$ cat src/hdl/sbp_pkg.sv
// Shared constants, codes and control types of the store-bypass predictor table.
`default_nettype none
package sbp_pkg;

	// Table depth; a power of two, so the entry index is the low PC bits.
	localparam int ENTRIES    = 1024;
	localparam int IDX_W      = $clog2(ENTRIES);
	localparam int WAIT_W     = 6;
	localparam int VIOL_W     = 2;
	localparam int ENTRY_W    = WAIT_W + VIOL_W;
	localparam int PC_W       = 64;
	localparam int OP_W       = 2;
	localparam int CFG_IDX_W  = 3;
	localparam int CFG_DATA_W = 6;
	localparam int S_TDATA_W  = 72;
	localparam int M_TDATA_W  = 16;

	typedef enum logic [OP_W-1:0] {
		OP_PREDICT   = 2'd0,
		OP_VIOLATION = 2'd1,
		OP_RESOLVE   = 2'd2,
		OP_CLEAR     = 2'd3
	} op_t;

	typedef enum logic [CFG_IDX_W-1:0] {
		CFG_WAIT_MAX    = 3'd0,
		CFG_VIOL_MAX    = 3'd1,
		CFG_WAIT_SET    = 3'd2,
		CFG_WAIT_INC    = 3'd3,
		CFG_FORGIVE     = 3'd4,
		CFG_FORCE_BLOCK = 3'd5
	} cfg_reg_t;

	typedef enum logic [1:0] {
		ST_CLEAR,
		ST_IDLE,
		ST_CALC
	} state_t;

	typedef struct packed {
		logic capture;
		logic rd_en;
		logic wr_en;
		logic clr_wr;
		logic load_out;
	} ctrl_cmd_t;

	typedef struct packed {
		logic is_clear_op;
		logic sweep_last;
	} dp_status_t;

endpackage
`default_nettype wire

$ cat src/hdl/sbp_ctrl.sv
// Controller: sequences table clearing, request read, update and the result handshake.
`default_nettype none
module sbp_ctrl (
	input  wire logic                clk,
	input  wire logic                arst_n,
	input  wire logic                s_tvalid,
	output logic                     s_tready,
	output logic                     m_tvalid,
	input  wire logic                m_tready,
	input  wire sbp_pkg::dp_status_t status,
	output sbp_pkg::ctrl_cmd_t       cmd
);

	sbp_pkg::state_t state_q;
	sbp_pkg::state_t state_nxt;
	logic            out_valid_q;
	logic            out_free;

	assign out_free = !out_valid_q || m_tready;

	always_ff @(posedge clk or negedge arst_n) begin
		if (!arst_n) begin
			state_q <= sbp_pkg::ST_CLEAR;
		end else begin
			state_q <= state_nxt;
		end
	end

	always_comb begin
		state_nxt = state_q;
		cmd       = '0;
		s_tready  = 1'b0;
		case (state_q)
			sbp_pkg::ST_CLEAR: begin
				cmd.clr_wr = 1'b1;
				if (status.sweep_last) begin
					state_nxt = sbp_pkg::ST_IDLE;
				end
			end
			sbp_pkg::ST_IDLE: begin
				s_tready = 1'b1;
				if (s_tvalid) begin
					cmd.capture = 1'b1;
					cmd.rd_en   = 1'b1;
					state_nxt   = sbp_pkg::ST_CALC;
				end
			end
			sbp_pkg::ST_CALC: begin
				// hold the update until the result register can take it
				if (out_free) begin
					cmd.load_out = 1'b1;
					if (status.is_clear_op) begin
						state_nxt = sbp_pkg::ST_CLEAR;
					end else begin
						cmd.wr_en = 1'b1;
						state_nxt = sbp_pkg::ST_IDLE;
					end
				end
			end
			default: begin
				state_nxt = sbp_pkg::ST_CLEAR;
			end
		endcase
	end

	always_ff @(posedge clk or negedge arst_n) begin
		if (!arst_n) begin
			out_valid_q <= 1'b0;
		end else if (cmd.load_out) begin
			out_valid_q <= 1'b1;
		end else if (m_tready) begin
			out_valid_q <= 1'b0;
		end
	end

	assign m_tvalid = out_valid_q;

	a_no_overwrite: assert property (@(posedge clk) disable iff (!arst_n)
		cmd.load_out |-> (!out_valid_q || m_tready))
		else $error("result register overwritten while holding an untaken result");

	a_load_shows: assert property (@(posedge clk) disable iff (!arst_n)
		cmd.load_out |=> m_tvalid)
		else $error("computed result not presented");

	a_accept_reads: assert property (@(posedge clk) disable iff (!arst_n)
		(s_tvalid && s_tready) |=> (state_q == sbp_pkg::ST_CALC && !s_tready))
		else $error("accepted request not followed by its update cycle");

	a_clear_blocks: assert property (@(posedge clk) disable iff (!arst_n)
		cmd.clr_wr |-> (!s_tready && !cmd.wr_en && !cmd.rd_en))
		else $error("table access during clearing sweep");

endmodule
`default_nettype wire

$ cat config.mk
export PLATFORM = sky130hd
export DESIGN_NAME = sbp_ctrl
export DESIGN_NICKNAME = d
export VERILOG_FILES = /design/src/hdl/sbp_pkg.sv /design/src/hdl/sbp_ctrl.sv
export SDC_FILE = /design/constraint.sdc
export NUM_CORES = 1
export LEC_CHECK = 0
export BUFFER_PORTS_ARGS = -buffer_cell sky130_fd_sc_hd__buf_2
export CORE_AREA = 2 2 39 41
export DETAILED_ROUTE_END_ITERATION = 8
export DIE_AREA = 0 0 41 43
export PLACE_DENSITY = 0.38
export RECOVER_POWER = 100
export SYNTH_ARGS = -nofsm -noshare
export SYNTH_HDL_FRONTEND = slang
export SYNTH_SLANG_ARGS = --single-unit
$ cat constraint.sdc
create_clock -name clk -period 1.5 [get_ports clk]
set_input_delay 0.45 -clock clk [delete_from_list [all_inputs] [get_ports clk]]
set_output_delay 0.45 -clock clk [all_outputs]
set_load 0.01 [all_outputs]
==> run metrics <==
critical path depth 3; Yosys top cell area share 45.45%; Post-synth ARST share 100.0%; area post-placement 237.7 sq um; number of synthesis warnings 0; worst setup path class register to output port; max incr delay on CP 380 ps; non-filler instance count after layout 54; Final Instance Area 341.6 sq um; Slew Viols, Final 0; reg2reg path depth 4; Vias 188; share of layout cells above drive strength 1 63.16%; minimum clock period 1558 ps; Compound-Gate Fraction of Synth Area 4.545%; CTS root buf clkbuf_4; pwr/cell area 1816 nW/um^2; # DRC 0; worst min path class input port to register; startpoint types register; 1st-iter DRT viols 0; io pins 13; FP Rows 14; worst hold slack 533.6 ps; Synth Area in Adders 0%; Die Wd 41 microns; drt first pass iters 1; final worst slack -58.11 ps; hold path cells 3; clock latency on the worst-skew pair 230 ps; WL per Instance 8.833 microns; Slowest-stage cell, CP dfrtp_1; first-pass GRT wire length 828 microns; sequential cell area fraction in the yosys report 45.45%; failing checks negative setup slack; CTS tree yes; Peak VDD IR 0.2465 mV; MaxCap Viol Count 0; syn_area_per_cell 9.715 sq um; GRT overflow 0; Synth area leaders dfrtp_1, nor2b_1, nor3_2, nand2b_2, buf_4; number of global-route vias before repair 231; IO Port Bufs 12; Ant. Diodes 0; fin nets 45; Tot GR Track Use 7.847%; Unique masters post-synth 12; clock slew at reported path FFs 40 ps; syn_nets 23; Antenna Nets Post-Route 0; prevailing post-synth register cell dfrtp_1; crit path max fanout 3; worst slew pin tran 168.1 ps; fin crit share 103.9%; CP top delay family flip-flops; Leakage 0.1775 nW; CTS Buffer Depth 2; Hold Vio Cnt, Final 0; largest net degree at the start of global routing 4; Clock Skew 0.7458 ps; H-tree depth 1; Area growth syn-to-layout 106.8%; Core Area 1384 sq um; multiplexer share of the synthesized area 0%; Placed Instances 44; CP arrival 1110 ps; CP Cell Sequence nand2b_4, nor3_4, buf_2; dpl hpwl 331.8 microns; CTS buffer count 3; RSZ-0062 raised after global routing true; Synth area leader dfrtp_1; Synth top cells by count dfrtp_1, nor2b_1, nor2_1; worst slack at placement 102.1 ps; routed wire length 477 microns; Mapped Area 165.2 sq um; full die area 1763 sq um; gpl congestion 0.6223; status finished, violations left; Mapped Cells 17; die height 43 microns; Buf/Inv on CP 1; Final Setup Violations 3; CP required 1050 ps; Worst slew margin 88.75%; initial antenna violation count 0; fmax 0.6418 GHz; vias per cell 3.481; Initial Utilization 11.93%; fraction of the mapped netlist area in simple logic gates 45.45%; crit path capture type output port; synthesized flop and latch total 3; largest family of logic cells by synthesized area simple AND/OR/NAND/NOR gates; Num Clock Sinks 3; EDFF count, synth 0; post-synthesis xor/xnor area fraction 0%
-- timing repair --
item | in CTS | in global routing
gates resized for setup | 7 | 0
hold buffers | 1 | 0
endpoints found under the setup margin | 4 | 5
endpoints found under the hold margin | 3 | 0
buffers inserted | 4 | 1
pin swaps | 2 | 1
cloned | 0 | 0
-- worst min-delay path, stage by stage --
cell and delay, ps:
buf_2 90, nand2b_1 130, nand2_1 60
-- final timing paths --
kind / start / to / slack [ps]
worst max-delay path: state_q[0] / cmd[2] / -60
worst max register to register: m_tvalid / state_q[0] / 280
worst min register to register: m_tvalid / m_tvalid / 540
worst min-delay path: m_tready / m_tvalid / 530
max in group asynchronous: arst_n / state_q[1] / 790
min in group asynchronous: arst_n / m_tvalid / 560
-- where the power goes --
| part | internal (mW) | leakage [nW] | switching, mW |
|---|---|---|---|
| sequential | 0.116 | 0.0386 | 0.0298 |
| clock | 0.0998 | 0.0150 | 0.0431 |
| combinational | 0.194 | 0.124 | 0.137 |
| total | 0.410 | 0.177 | 0.210 |
-- flip-flops by register name (all words and copies together), names as in the netlist --
name      flops
m_tvalid      1
state_q       2
-- placed cells by master, fill, tap and decap left out --
cell and n:
and2_4 1, buf_2 9, buf_4 5, buf_6 2
clkbuf_1 2, clkbuf_4 3, dfrtp_1 3, dlygate4sd3_1 1
nand2_1 1, nand2b_1 1, nand2b_4 1, nor2_1 2
nor2b_1 1, nor2b_2 2, nor3_4 1, nor3b_1 1
o21bai_1 1, or3_1 1
-- final cells by class --
class,instances,area [sq um]
timing repair buffer,18,118.9
sequential,3,75.07
clock buffer,4,26.28
fill,162,1042
multi-input combinational,13,101.3
tap,16,20.02
-- kinds of logic after synthesis --
family / Yosys count
buffers and inverters: 1
AO/OA/AOI/OAI: 1
AND/OR/NAND/NOR: 12
flip-flops: 3
-- per-stage QoR --
step	power (mW)	util (%)	TNS (ps)
after floorplan	0.2841	-	0
after global placement	0.3629	17.18	0
after detailed placement	0.3652	17.18	0
after CTS	0.6225	24.23	-163.6
after global routing	0.6653	24.68	-340.3
final	0.6202	24.68	-105.1
-- layer usage --
metal  routed length, microns  global-route usage (%)
met1                      121                   5.178
met2                      349                   11.88
met3                        5                   3.141
met4                        0                   12.00
met5                        0                       0
(Power assumes the default switching activity.)
